--- config.mk ---
export PLATFORM = sky130hd
export DESIGN_NAME = reliable_datagram_receiver
export DESIGN_NICKNAME = d
export VERILOG_FILES = /design/src/design/rdr_pkg.sv /design/src/design/rdr_front.sv /design/src/design/rdr_queue.sv /design/src/design/rdr_back.sv /design/src/design/reliable_datagram_receiver.sv
export SDC_FILE = /design/constraint.sdc
export NUM_CORES = 1
export LEC_CHECK = 0
export BUFFER_PORTS_ARGS = -buffer_cell sky130_fd_sc_hd__buf_4
export CAP_MARGIN = 30
export CORE_UTILIZATION = 50
export CTS_CLUSTER_DIAMETER = 200
export DETAILED_ROUTE_END_ITERATION = 6
export GPL_TIMING_DRIVEN = 0
export PLACE_DENSITY = 0.69
export SLEW_MARGIN = 15
export SYNTH_ARGS = -nofsm -noshare
export SYNTH_HDL_FRONTEND = slang
export SYNTH_SLANG_ARGS = --single-unit
--- constraint.sdc ---
create_clock -name clk -period 11.6 [get_ports clk]
set_input_delay 1.16 -clock clk [delete_from_list [all_inputs] [get_ports clk]]
set_output_delay 1.16 -clock clk [all_outputs]
set_load 0.1 [all_outputs]
--- src/design/rdr_pkg.sv ---
// shared types and constants of the reliable datagram receiver
package rdr_pkg;

	// port widths
	localparam int unsigned S_TDATA_W  = 48;
	localparam int unsigned S_TUSER_W  = 3;
	localparam int unsigned M_TDATA_W  = 272;
	localparam int unsigned CFG_IDX_W  = 1;
	localparam int unsigned CFG_DATA_W = 16;

	// payload limit and register reset values
	localparam logic [10:0] MAX_PAYLOAD   = 11'd1024;
	localparam logic [7:0]  WINDOW_RESET  = 8'd10;
	localparam logic [15:0] TIMEOUT_RESET = 16'd100;

	// decoupling queue
	localparam int unsigned QDEPTH = 4;
	localparam int unsigned QPTR_W = $clog2(QDEPTH);
	localparam int unsigned QCNT_W = $clog2(QDEPTH + 1);

	// statistics counter slots
	localparam int unsigned NUM_STATS = 7;
	localparam int unsigned ST_TBYTES = 0;
	localparam int unsigned ST_UBYTES = 1;
	localparam int unsigned ST_TPACKS = 2;
	localparam int unsigned ST_UPACKS = 3;
	localparam int unsigned ST_SYNS   = 4;
	localparam int unsigned ST_FINS   = 5;
	localparam int unsigned ST_ACKS   = 6;

	typedef enum logic [1:0] {
		PKT_SYN   = 2'd0,
		PKT_DAT   = 2'd1,
		PKT_FIN   = 2'd2,
		PKT_OTHER = 2'd3
	} pkt_type_t;

	typedef enum logic [CFG_IDX_W-1:0] {
		CFG_WINDOW  = 1'b0,
		CFG_TIMEOUT = 1'b1
	} cfg_reg_t;

	// classified input beat, payload length already clamped
	typedef struct packed {
		logic        is_tick;
		pkt_type_t   ptype;
		logic [31:0] seq;
		logic [10:0] dlen;
	} item_t;

	// result beat; last member sits in the lowest bits
	typedef struct packed {
		logic [31:0] ack_count;
		logic [31:0] fins_received;
		logic [31:0] syns_received;
		logic [31:0] unique_packets;
		logic [31:0] total_packets;
		logic [31:0] unique_bytes;
		logic [31:0] total_bytes;
		logic        closed;
		logic        store_payload;
		logic [7:0]  window_advertised;
		logic [31:0] ack_number;
		logic        send_ack;
	} result_t;

	localparam int unsigned RESULT_W = $bits(result_t);

endpackage

--- src/design/rdr_front.sv ---
// front end: unpacks and classifies incoming beats for the queue
module rdr_front (
	input  logic                           s_tvalid,
	input  logic [rdr_pkg::S_TDATA_W-1:0]  s_tdata,
	input  logic [rdr_pkg::S_TUSER_W-1:0]  s_tuser,
	output logic                           item_valid,
	output rdr_pkg::item_t                 item
);
	import rdr_pkg::*;

	logic [10:0] raw_len;

	// field extraction
	assign raw_len = s_tdata[42:32];
	assign item_valid = s_tvalid;

	// classify and clamp oversized payloads
	always_comb begin
		item.is_tick = s_tuser[0];
		item.ptype   = pkt_type_t'(s_tuser[2:1]);
		item.seq     = s_tdata[31:0];
		item.dlen    = (raw_len > MAX_PAYLOAD) ? MAX_PAYLOAD : raw_len;
	end

endmodule

--- src/design/rdr_queue.sv ---
// short queue between the front end and the protocol engine
module rdr_queue (
	input  logic           clk,
	input  logic           arst_n,
	input  logic           push_valid,
	output logic           push_ready,
	input  rdr_pkg::item_t push_item,
	output logic           pop_valid,
	input  logic           pop,
	output rdr_pkg::item_t pop_item
);
	import rdr_pkg::*;

	item_t               mem_q [QDEPTH];
	logic [QPTR_W-1:0]   wr_ptr_q;
	logic [QPTR_W-1:0]   rd_ptr_q;
	logic [QCNT_W-1:0]   count_q;
	logic                push;
	logic                do_pop;

	// handshake decode
	assign push_ready = (count_q != QCNT_W'(QDEPTH));
	assign pop_valid  = (count_q != '0);
	assign push       = push_valid && push_ready;
	assign do_pop     = pop && pop_valid;
	assign pop_item   = mem_q[rd_ptr_q];

	// storage
	always_ff @(posedge clk) begin
		if (push) begin
			mem_q[wr_ptr_q] <= push_item;
		end
	end

	// pointers and fill level
	always_ff @(posedge clk or negedge arst_n) begin
		if (!arst_n) begin
			wr_ptr_q <= '0;
			rd_ptr_q <= '0;
			count_q  <= '0;
		end else begin
			if (push) begin
				wr_ptr_q <= wr_ptr_q + QPTR_W'(1);
			end
			if (do_pop) begin
				rd_ptr_q <= rd_ptr_q + QPTR_W'(1);
			end
			if (push && !do_pop) begin
				count_q <= count_q + QCNT_W'(1);
			end else if (do_pop && !push) begin
				count_q <= count_q - QCNT_W'(1);
			end
		end
	end

endmodule

--- src/design/rdr_back.sv ---
// protocol engine: connection state, statistics and the result register
module rdr_back (
	input  logic                            clk,
	input  logic                            arst_n,
	input  logic                            item_valid,
	input  rdr_pkg::item_t                  item,
	output logic                            pop,
	input  logic                            cfg_we,
	input  logic [rdr_pkg::CFG_IDX_W-1:0]   cfg_index,
	input  logic [rdr_pkg::CFG_DATA_W-1:0]  cfg_data,
	output logic                            res_valid,
	input  logic                            res_ready,
	output rdr_pkg::result_t                res
);
	import rdr_pkg::*;

	function automatic logic [31:0] sat_add(input logic [31:0] v, input logic [10:0] amt);
		logic [32:0] sum;
		sum = {1'b0, v} + {22'd0, amt};
		return sum[32] ? 32'hFFFF_FFFF : sum[31:0];
	endfunction

	// configuration registers
	logic [7:0]  window_q;
	logic [15:0] tlimit_q;

	// connection state
	logic        connected_q;
	logic        fin_seen_q;
	logic        closed_q;
	logic [31:0] exp_seq_q;
	logic [7:0]  win_cnt_q;
	logic [15:0] idle_q;
	logic [31:0] stat_q [NUM_STATS];

	logic        connected_n;
	logic        fin_seen_n;
	logic        closed_n;
	logic [31:0] exp_seq_n;
	logic [7:0]  win_cnt_n;
	logic [15:0] idle_n;
	logic [31:0] stat_n [NUM_STATS];
	logic        ack;
	logic        store;
	logic [7:0]  cnt_inc;
	logic [15:0] idle_inc;
	logic [31:0] seq_inc;

	// result register
	logic        out_valid_q;
	result_t     res_q;

	assign pop       = item_valid && (!out_valid_q || res_ready);
	assign res_valid = out_valid_q;
	assign res       = res_q;

	assign cnt_inc  = (win_cnt_q == 8'hFF) ? win_cnt_q : win_cnt_q + 8'd1;
	assign idle_inc = (idle_q == 16'hFFFF) ? idle_q : idle_q + 16'd1;
	assign seq_inc  = item.seq + 32'd1;

	// next state of one beat
	always_comb begin
		connected_n = connected_q;
		fin_seen_n  = fin_seen_q;
		closed_n    = closed_q;
		exp_seq_n   = exp_seq_q;
		win_cnt_n   = win_cnt_q;
		idle_n      = idle_q;
		ack         = 1'b0;
		store       = 1'b0;
		for (int i = 0; i < NUM_STATS; i++) begin
			stat_n[i] = stat_q[i];
		end
		if (!closed_q) begin
			if (item.is_tick) begin
				if (connected_q) begin
					ack       = !fin_seen_q;
					win_cnt_n = '0;
					idle_n    = idle_inc;
					if (idle_inc >= tlimit_q) begin
						closed_n = 1'b1;
					end
				end
			end else begin
				idle_n = '0;
				unique case (item.ptype)
					PKT_SYN: begin
						exp_seq_n        = seq_inc;
						ack              = 1'b1;
						connected_n      = 1'b1;
						stat_n[ST_SYNS]  = sat_add(stat_q[ST_SYNS], 11'd1);
					end
					PKT_DAT: begin
						stat_n[ST_TPACKS] = sat_add(stat_q[ST_TPACKS], 11'd1);
						stat_n[ST_TBYTES] = sat_add(stat_q[ST_TBYTES], item.dlen);
						if (item.seq == exp_seq_q) begin
							exp_seq_n         = seq_inc;
							store             = 1'b1;
							stat_n[ST_UPACKS] = sat_add(stat_q[ST_UPACKS], 11'd1);
							stat_n[ST_UBYTES] = sat_add(stat_q[ST_UBYTES], item.dlen);
							if (cnt_inc >= window_q) begin
								ack       = 1'b1;
								win_cnt_n = '0;
							end else begin
								win_cnt_n = cnt_inc;
							end
						end
					end
					PKT_FIN: begin
						fin_seen_n      = 1'b1;
						exp_seq_n       = seq_inc;
						ack             = 1'b1;
						stat_n[ST_FINS] = sat_add(stat_q[ST_FINS], 11'd1);
					end
					PKT_OTHER: begin
					end
					default: begin
					end
				endcase
			end
			if (ack) begin
				stat_n[ST_ACKS] = sat_add(stat_q[ST_ACKS], 11'd1);
			end
		end
	end

	// configuration writes
	always_ff @(posedge clk or negedge arst_n) begin
		if (!arst_n) begin
			window_q <= WINDOW_RESET;
			tlimit_q <= TIMEOUT_RESET;
		end else if (cfg_we) begin
			unique case (cfg_reg_t'(cfg_index))
				CFG_WINDOW:  window_q <= cfg_data[7:0];
				CFG_TIMEOUT: tlimit_q <= cfg_data[15:0];
				default: begin
				end
			endcase
		end
	end

	// state update on each popped beat
	always_ff @(posedge clk or negedge arst_n) begin
		if (!arst_n) begin
			connected_q <= 1'b0;
			fin_seen_q  <= 1'b0;
			closed_q    <= 1'b0;
			exp_seq_q   <= '0;
			win_cnt_q   <= '0;
			idle_q      <= '0;
			for (int i = 0; i < NUM_STATS; i++) begin
				stat_q[i] <= '0;
			end
		end else if (pop) begin
			connected_q <= connected_n;
			fin_seen_q  <= fin_seen_n;
			closed_q    <= closed_n;
			exp_seq_q   <= exp_seq_n;
			win_cnt_q   <= win_cnt_n;
			idle_q      <= idle_n;
			for (int i = 0; i < NUM_STATS; i++) begin
				stat_q[i] <= stat_n[i];
			end
		end
	end

	// output beat valid
	always_ff @(posedge clk or negedge arst_n) begin
		if (!arst_n) begin
			out_valid_q <= 1'b0;
		end else if (pop) begin
			out_valid_q <= 1'b1;
		end else if (res_ready) begin
			out_valid_q <= 1'b0;
		end
	end

	// output beat payload
	always_ff @(posedge clk) begin
		if (pop) begin
			res_q.send_ack          <= ack;
			res_q.ack_number        <= exp_seq_n;
			res_q.window_advertised <= window_q;
			res_q.store_payload     <= store;
			res_q.closed            <= closed_n;
			res_q.total_bytes       <= stat_n[ST_TBYTES];
			res_q.unique_bytes      <= stat_n[ST_UBYTES];
			res_q.total_packets     <= stat_n[ST_TPACKS];
			res_q.unique_packets    <= stat_n[ST_UPACKS];
			res_q.syns_received     <= stat_n[ST_SYNS];
			res_q.fins_received     <= stat_n[ST_FINS];
			res_q.ack_count         <= stat_n[ST_ACKS];
		end
	end

	// closed never reopens
	a_closed_sticky: assert property (@(posedge clk) disable iff (!arst_n)
		closed_q |=> closed_q)
		else $error("closed flag dropped");

	// a closed engine neither acknowledges nor stores
	a_closed_quiet: assert property (@(posedge clk) disable iff (!arst_n)
		pop && closed_q |=> !res_q.send_ack && !res_q.store_payload)
		else $error("activity after close");

	// a tick while connected clears the window count
	a_tick_clears_window: assert property (@(posedge clk) disable iff (!arst_n)
		pop && !closed_q && connected_q && item.is_tick |=> win_cnt_q == '0)
		else $error("window count not cleared by tick");

	// a held result beat is not overwritten
	a_no_overwrite: assert property (@(posedge clk) disable iff (!arst_n)
		out_valid_q && !res_ready |-> !pop)
		else $error("result beat overwritten while stalled");

endmodule

--- src/design/reliable_datagram_receiver.sv ---
// top level of the go-back-N datagram receiver with cumulative acks
//
// Slave channel: one beat per parsed packet header or per receive-timeout
// tick. tuser says what the beat is, tdata carries sequence and length.
// Master channel: exactly one result beat per input beat, in order, with
// the ack decision, ack number, advertised window, store strobe, closed
// flag and the seven saturating statistics counters.
// Config port: cfg_we writes window_packets (index 0) or timeout_limit
// (index 1) from cfg_data; write only while no beats are in flight.
// Path: a beat taken on the slave side is written into the queue, then
// popped into the result register that drives the master side.
// Throughput: one beat per cycle while the master side takes results;
// the four-entry queue lets the input side keep flowing for up to four
// beats while the master side stalls, after which s_tready drops until
// results are taken.
// Reset: all state cleared, window 10, timeout limit 100, queue empty.
module reliable_datagram_receiver (
	input  logic                            clk,
	input  logic                            arst_n,
	input  logic                            s_tvalid,
	output logic                            s_tready,
	// seq_num [31:0], payload_len [42:32], zero fill
	input  logic [rdr_pkg::S_TDATA_W-1:0]   s_tdata,
	// action [0], pkt_type [2:1]
	input  logic [rdr_pkg::S_TUSER_W-1:0]   s_tuser,
	output logic                            m_tvalid,
	input  logic                            m_tready,
	// send_ack [0], ack_number [32:1], window_advertised [40:33],
	// store_payload [41], closed [42], total_bytes [74:43],
	// unique_bytes [106:75], total_packets [138:107],
	// unique_packets [170:139], syns_received [202:171],
	// fins_received [234:203], ack_count [266:235], zero fill
	output logic [rdr_pkg::M_TDATA_W-1:0]   m_tdata,
	input  logic                            cfg_we,
	input  logic [rdr_pkg::CFG_IDX_W-1:0]   cfg_index,
	input  logic [rdr_pkg::CFG_DATA_W-1:0]  cfg_data
);
	import rdr_pkg::*;

	logic    front_valid;
	item_t   front_item;
	logic    q_valid;
	item_t   q_item;
	logic    q_pop;
	result_t res;

	// classify input beats
	rdr_front u_front (
		.s_tvalid   (s_tvalid),
		.s_tdata    (s_tdata),
		.s_tuser    (s_tuser),
		.item_valid (front_valid),
		.item       (front_item)
	);

	// decoupling queue
	rdr_queue u_queue (
		.clk        (clk),
		.arst_n     (arst_n),
		.push_valid (front_valid),
		.push_ready (s_tready),
		.push_item  (front_item),
		.pop_valid  (q_valid),
		.pop        (q_pop),
		.pop_item   (q_item)
	);

	// protocol engine
	rdr_back u_back (
		.clk        (clk),
		.arst_n     (arst_n),
		.item_valid (q_valid),
		.item       (q_item),
		.pop        (q_pop),
		.cfg_we     (cfg_we),
		.cfg_index  (cfg_index),
		.cfg_data   (cfg_data),
		.res_valid  (m_tvalid),
		.res_ready  (m_tready),
		.res        (res)
	);

	// pack the result beat
	assign m_tdata = {{(M_TDATA_W - RESULT_W){1'b0}}, res};

endmodule
==> run metrics, run 1 <==
status=finished, final reports clean; Die ar.=74250 sq um; crit path from=u_queue.rd_ptr_q[1]; clk buf depth=3; CTS buffer count=83; library cells used by synthesis=between 70 and 80; initial core utilization=between 50% and 60%; gr usage total=approximately a quarter; combinational share of power=34.1%; Pre-antenna DRT Iters=7; WHS Path Cells=0; Mapped Area=roughly 37000 sq um; GR peak layer=met2; Min-Delay Startpoint=u_back.window_q[6]; peak supply drop=between 200 and 300 uV; layout cells sized above 1=20.64%; post_cts resized=0; clk slew on worst S/H paths=about 0.060 ns; period utilisation layout=between 40% and 50%; Leakage=16.98 nW; Ports=between 300 and 400; dpl hpwl=about 66000 um; Layout Utilization=60.48%; met3 Track Usage GR=about 5%; CTS hold repair buffers=0; Post-CTS Repair Setup Buffers=0; DR iter-0 viols=between 2000 and 3000; HP Class=register to register; worst path bufs/invs=5; DR vias/cell=5.770; slowest CP cell=a2111oi_0; IO buf count=around 340; Highest Clock Rate=~180 MHz; Post-synth EDFFs=about 450; H-tree levels=3; max-slew violation count=0; # rows=between 90 and 100; first-pass GRT wire length=143200 um; die width=272.5 um; relative slew slack=between 30 and 40%; warnings from Yosys=0; post-place setup slack=between 6 and 7 ns; grt total ovfl=0; largest net degree at the start of global routing=84; Mapped Cells=3110; root buffer cell=clkbuf_16; total core area=just over 70000 sq um; Final Critical Period=between 5 and 6 ns; Top Family by Delay on Critical Path=buffers and inverters; initial antenna violation count=2; RSZ-0062 raised after global routing=no; WP data arrival=just under 6 ns; Worst Hold Path EP=u_back.res[39]; Reg power frac=roughly 36%; internal power=roughly 5.8 mW; CP required=~12 ns; cell depth of the worst setup path=13; final hold slack=roughly 0.45 ns; worst r2r src=u_queue.rd_ptr_q[1]; flop2flop setup slack=roughly 6.1 ns; final wirelength=approximately 94000 um; final worst slack=6.099 ns; Worst Reg-to-Reg Cells=13; total of max-cap violations=0; Tot Pwr=between 9 and 10 mW; grt met1 use=~34%; Routed wire per std cell=around 20 um; Vias=about 26000; FFs w/ async S/R, synth=between 40% and 50%; remaining antenna violation count after routing=0; number of global-route vias before repair=approximately 25000; Mean Syn Cell Area=approximately 12 sq um; sequential fraction of the synthesis area=58.58%; final setup fails=0; residual DRC count=0; worst-path cell chain=buf_2 > buf_2 > buf_2 > buf_1 > mux4_2 > ha_1 > a21oi_1 > o21bai_1 > a2111oi_0 > o31a_1 > buf_1 > nor2_1 > o21ai_0; clock network power share=29.8%; Clock Skews=between 0.02 and 0.03 ns; nature of the critical path endpoint=register; Final Hold Fails=0; DP Cell Count=around 4400; peak per-stage delay on the critical path=around 0.61 ns; area grow syn2layout=19.00%; Post-synth top flop=edfxtp_1; r2r endpoint=u_back.res[54]; Crit Path Max Fanout=10; Post-layout nets=approximately 3700; Skew-Pair Late Insertion Delay=approximately 0.65 ns; Sw Share=between 30% and 40%; Worst Max-Slew Pin Slew=1.002 ns; final std cells w/o fill=4571; Cell Pwr Density=about 220 nW/um^2; Crit Path Category=register to register; most frequent cell on the critical path=buf_2; crit path launch type=register; gp weighted congestion=between 0.9 and 1; Die H=between 200 and 300 um; synthesized flop and latch total=766; CTS tree=yes; switching power=around 3.6 mW; met2 Use GR=around two fifths; clock sink count=about 770
[flip-flops by register name, indices dropped and copies added (netlist names), 3 cells and up]
name              cells
u_back.tlimit_q      16
u_back.stat_q       224
u_queue.mem_q       184
u_back.win_cnt_q      8
u_back.exp_seq_q     32
u_back.idle_q        16
u_queue.count_q       3
u_back.window_q       8
u_back.res          267
[power by group through the flow]
stage | Clock (mW) | Sequential, mW | Combinational, mW
floorplan | 0 | 4.52 | 1.33
finish | 2.79 | 3.38 | 3.19
detailed placement | 0 | 3.43 | 3.19
global placement | 0 | 3.58 | 3.11
global route | 2.95 | 3.40 | 3.38
CTS | 2.84 | 3.38 | 3.21
[worst reg2reg max path, cell delays in order, from the launching register on]
cell and delay (ns):
dfrtp_1 0.31, buf_2 0.27, buf_2 0.32, buf_2 0.36, buf_1 0.58, mux4_2 0.47
ha_1 0.34, a21oi_1 0.22, o21bai_1 0.12, a2111oi_0 0.61, o31a_1 0.44, buf_1 0.43
nor2_1 0.18, o21ai_0 0.55
[metal layers]
layer / wire (um) / part of all wire [%]
met1: 40120 / 43
met2: 44230 / 47
met3: 6345 / 6.8
met4: 3106 / 3.3
met5: 27 / 0.029
[cell type report]
type	count	area, sq um
diodes	1	2.502
plain buffers	152	676.9
clock buffers	102	2188
clock inverters	54	721.9
fillers	5756	28440
inverters	77	289.0
multi-input cells	2119	14230
flip-flops and latches	766	21430
well taps	950	1189
repair buffers	350	2801
[logic make-up (layout without fill, tap and decap cells)]
family	count (synthesis)	after routing	synth area share [%]
AO/OA/AOI/OAI	572	572	9.625
XOR/XNOR	214	214	5.123
adder cells (fa/ha/maj)	62	62	2.182
buffers and inverters	229	735	2.637
flip-flops	766	766	58.58
multiplexers	196	196	7.453
other	1	6	0.01025
AND/OR/NAND/NOR	1070	1070	14.39
[metrics by stage]
step | setup TNS, ns | cell area [sq um]
3_3_place_gp | -974.16 | 40300
5_1_grt | 0 | 43530
2_1_floorplan | 0 | 36600
4_1_cts | 0 | 43530
3_5_place_dp | 0 | 40620
6_report | 0 | 43530
[Yosys cell counts (58+ instances only)]
master | count | area, sq um
xor2_1 | 71 | 621.9
and3_1 | 76 | 475.5
nand4_1 | 58 | 362.9
clkbuf_1 | 101 | 379.1
inv_1 | 77 | 289.0
o21ai_0 | 118 | 590.6
ha_1 | 59 | 738.2
mux2_2 | 139 | 1565
a31oi_1 | 165 | 1032
a21oi_1 | 149 | 745.7
edfxtp_1 | 451 | 13540
nor3_1 | 73 | 365.4
nor2_1 | 214 | 803.3
dfrtp_1 | 310 | 7757
nand2_1 | 352 | 1321
xnor2_1 | 143 | 1252
nand3_1 | 123 | 615.6
[worst max path at each step]
stage                      to  slack [ns]
2_1_floorplan   u_back.res[0]        1.37
3_3_place_gp    u_back.res[7]       -3.59
3_5_place_dp   u_back.res[95]        6.21
4_1_cts        u_back.res[54]        6.16
5_1_grt        u_back.res[54]        5.79
6_report       u_back.res[54]        6.10
[cells in the final DEF (no fill, tap or decap), drive strengths merged, types with 26 or more instances in the layout]
| cell type | synthesis | routed |
|---|---|---|
| clkinv | 0 | 33 |
| o22a | 26 | 26 |
| xor2 | 71 | 71 |
| edfxtp | 451 | 451 |
| xnor2 | 143 | 143 |
| dfrtp | 310 | 310 |
| a31oi | 165 | 165 |
| mux4 | 46 | 46 |
| nand3 | 123 | 123 |
| inv | 77 | 83 |
| and4 | 28 | 28 |
| ha | 59 | 59 |
| nor4 | 42 | 42 |
| mux2 | 142 | 142 |
| nor2 | 217 | 217 |
| o21ai | 119 | 119 |
| buf | 51 | 401 |
| and3 | 76 | 76 |
| a21oi | 149 | 149 |
| clkbuf | 101 | 203 |
| nand4 | 59 | 59 |
| and2 | 27 | 27 |
| nand2 | 353 | 353 |
| nor3 | 80 | 80 |
No activity file was read; power rests on OpenSTA's default activity.
==> run 2: changes to the inputs <==
==> constraint.sdc (replaced) <==
create_clock -name clk -period 5.6 [get_ports clk]
set_input_delay 0.56 -clock clk [delete_from_list [all_inputs] [get_ports clk]]
set_output_delay 0.56 -clock clk [all_outputs]
set_load 0.1 [all_outputs]
==> run 2 against run 1 <==
  * Count of clock-buffer cells in the layout increased by 1
  * First-iteration DRC count is 13% lower
  * Total power grew 110%
  * Clock skew grew 0.0093 ns
  * Sequential power up 110%
  * Fmax grew 5.0%
  * Worst setup slack lost 5.7 ns
  * Die area unchanged
  * Combinational power is 110% higher
==> run metrics, run 2 (synthesized netlist as in run 1, its figures left out) <==
max reg flops=around 270; Setup TNS Final=0 ns; # rows=98; largest net degree at the start of global routing=78; Post-layout nets=between 3000 and 4000; die width=about 270 um; Cell Pwr Density=444.0 nW/um^2; post-place setup slack=approximately 0.14 ns; RSZ-0062 raised after global routing=no; gr usage total=24.97%; Layout Utilization=between 60% and 70%; H-tree levels=3; HP Class=input port to register; Final Hold Fails=0; Pre-antenna DRT Iters=5; final setup fails=0; Sw Share=~38%; first-pass GRT wire length=roughly 140000 um; DR vias/cell=between 5 and 6; number of global-route vias before repair=24945; CTS tree=yes; Clock Skews=between 0.03 and 0.04 ns; Ports=between 300 and 400; final worst slack=roughly 0.36 ns; remaining antenna violation count after routing=0; IO buf count=335; final wirelength=~94000 um; Crit Path Max Fanout=10; Die ar.=~74000 sq um; Reg power frac=around 36%; CP required=6.02 ns; peak supply drop=~400 uV; residual DRC count=0; DR iter-0 viols=2295; internal power=between 10 and 15 mW; Die H=around 270 um; CTS buffer count=roughly 80; switching power=7.431 mW; dpl hpwl=66300 um; Skew-Pair Late Insertion Delay=0.66 ns; Final Critical Period=approximately 5.2 ns; clk buf depth=3; max-slew violation count=0; period utilisation layout=approximately 94%; Antenna diodes=0; clk slew on worst S/H paths=around 0.060 ns; total core area=71980 sq um; gp weighted congestion=a little over 0.9; initial antenna violation count=4; grt total ovfl=0; Vias=about 26000; clock sink count=about 770; initial core utilization=about half; Leakage=16.94 nW; Highest Clock Rate=~190 MHz; Crit Path Category=register to register; commonest cells after routing, fill and taps aside=451 x edfxtp_1, 352 x nand2_1, 340 x buf_4; Routed wire per std cell=slightly above 20 um; most common cell after layout, fill and taps aside=edfxtp_1; layout cells sized above 1=20.58%; area grow syn2layout=18.87%; Post-CTS Repair Setup Buffers=0; WP data arrival=roughly 5.7 ns; combinational share of power=between 30% and 40%; root buffer cell=clkbuf_16; Worst Max-Slew Pin Slew=approximately 0.95 ns; total of max-cap violations=0; crit path launch type=register; relative slew slack=36.82%; status=finished, final reports clean; nature of the critical path endpoint=register; Tot Pwr=approximately 19 mW; clock network power share=between 20% and 30%
==> run 2: cell count changes in the layout (fill, tap and decap cells not counted), sizes merged <==
cell | before | now
buf | 401 | 395
clkbuf | 203 | 205
clkdlybuf4s15 | 0 | 1
clkinv | 33 | 29
clkinvlp | 3 | 8
diode | 1 | 0
dlygate4sd3 | 0 | 1
inv | 83 | 79
==> run 2: worst max-delay path: stages, from the launching register on <==
cell,delay (ns)
dfrtp_1,0.32
buf_2,0.27
buf_2,0.33
buf_2,0.36
clkbuf_2,0.37
mux4_2,0.43
ha_1,0.36
a21o_1,0.12
a21oi_1,0.11
o21a_1,0.23
nor3_1,0.63
o311a_1,0.55
clkbuf_1,0.47
nor2_1,0.12
o21ai_0,0.33
==> run 2: final timing paths <==
check / start / endpoint / slack (ns) / cells past startpoint
setup / recovery: u_queue.rd_ptr_q[1] / u_back.res[83] / 0.36 / 14
setup reg to reg: u_queue.rd_ptr_q[1] / u_back.res[83] / 0.36 / 14
max in group asynchronous: arst_n / u_back.stat_q[29] / 4.02 / 4
hold / removal: s_tdata[17] / u_queue.mem_q[1][28] / 0.1 / 1
min in group asynchronous: arst_n / u_back.stat_q[195] / 0.40 / 2
hold reg to reg: u_back.window_q[2] / u_back.res[35] / 0.45 / 0
==> run 2: repair_timing <==
| action | in CTS | in global routing |
|---|---|---|
| hold endpoints to repair | 37 | 0 |
| hold buffers | 1 | 0 |
| gates resized for setup | 0 | 3 |
| endpoints found under the setup margin | 0 | 36 |
==> run 2: final cells by class <==
class                           instances  area [sq um]
Fill cell                            5782         28490
Sequential cell                       766         21430
Multi-Input combinational cell       2119         14230
Timing Repair Buffer                  347          2761
Clock buffer                          103          2171
Tap cell                              950          1189
Clock inverter                         51         716.9
Buffer                                152         694.4
Inverter                               77         289.0
==> run 2: power by group through the flow <==
stage / logic [mW] / clock network, mW / registers (mW)
after floorplan: 2.76 / 0 / 9.24
after global placement: 6.44 / 0 / 7.25
after detailed placement: 6.59 / 0 / 7.12
after CTS: 6.60 / 5.83 / 7.02
after global routing: 6.97 / 6.04 / 7.06
final: 6.57 / 5.73 / 7.01
==> run 2: through the flow <==
step	hold slack (ns)	cells	cell area (sq um)
6_report	0.09951	4565	43490
4_1_cts	0.06812	4565	43480
2_1_floorplan	0.2644	3114	36600
3_5_place_dp	0.4333	4410	40580
5_1_grt	0.08357	4565	43490
3_3_place_gp	0.4281	4399	40300
==> run 2: per-layer routing <==
layer  share of wire, %  wire (um)  track usage, %  vias up
li1                   -          -               -    12420
met4                2.9       2709           8.131        8
met2                 48      44900           40.54      878
met1                 43      40290           34.45    12911
met3                6.1       5708           3.945      158
met5              0.067         63               0        -
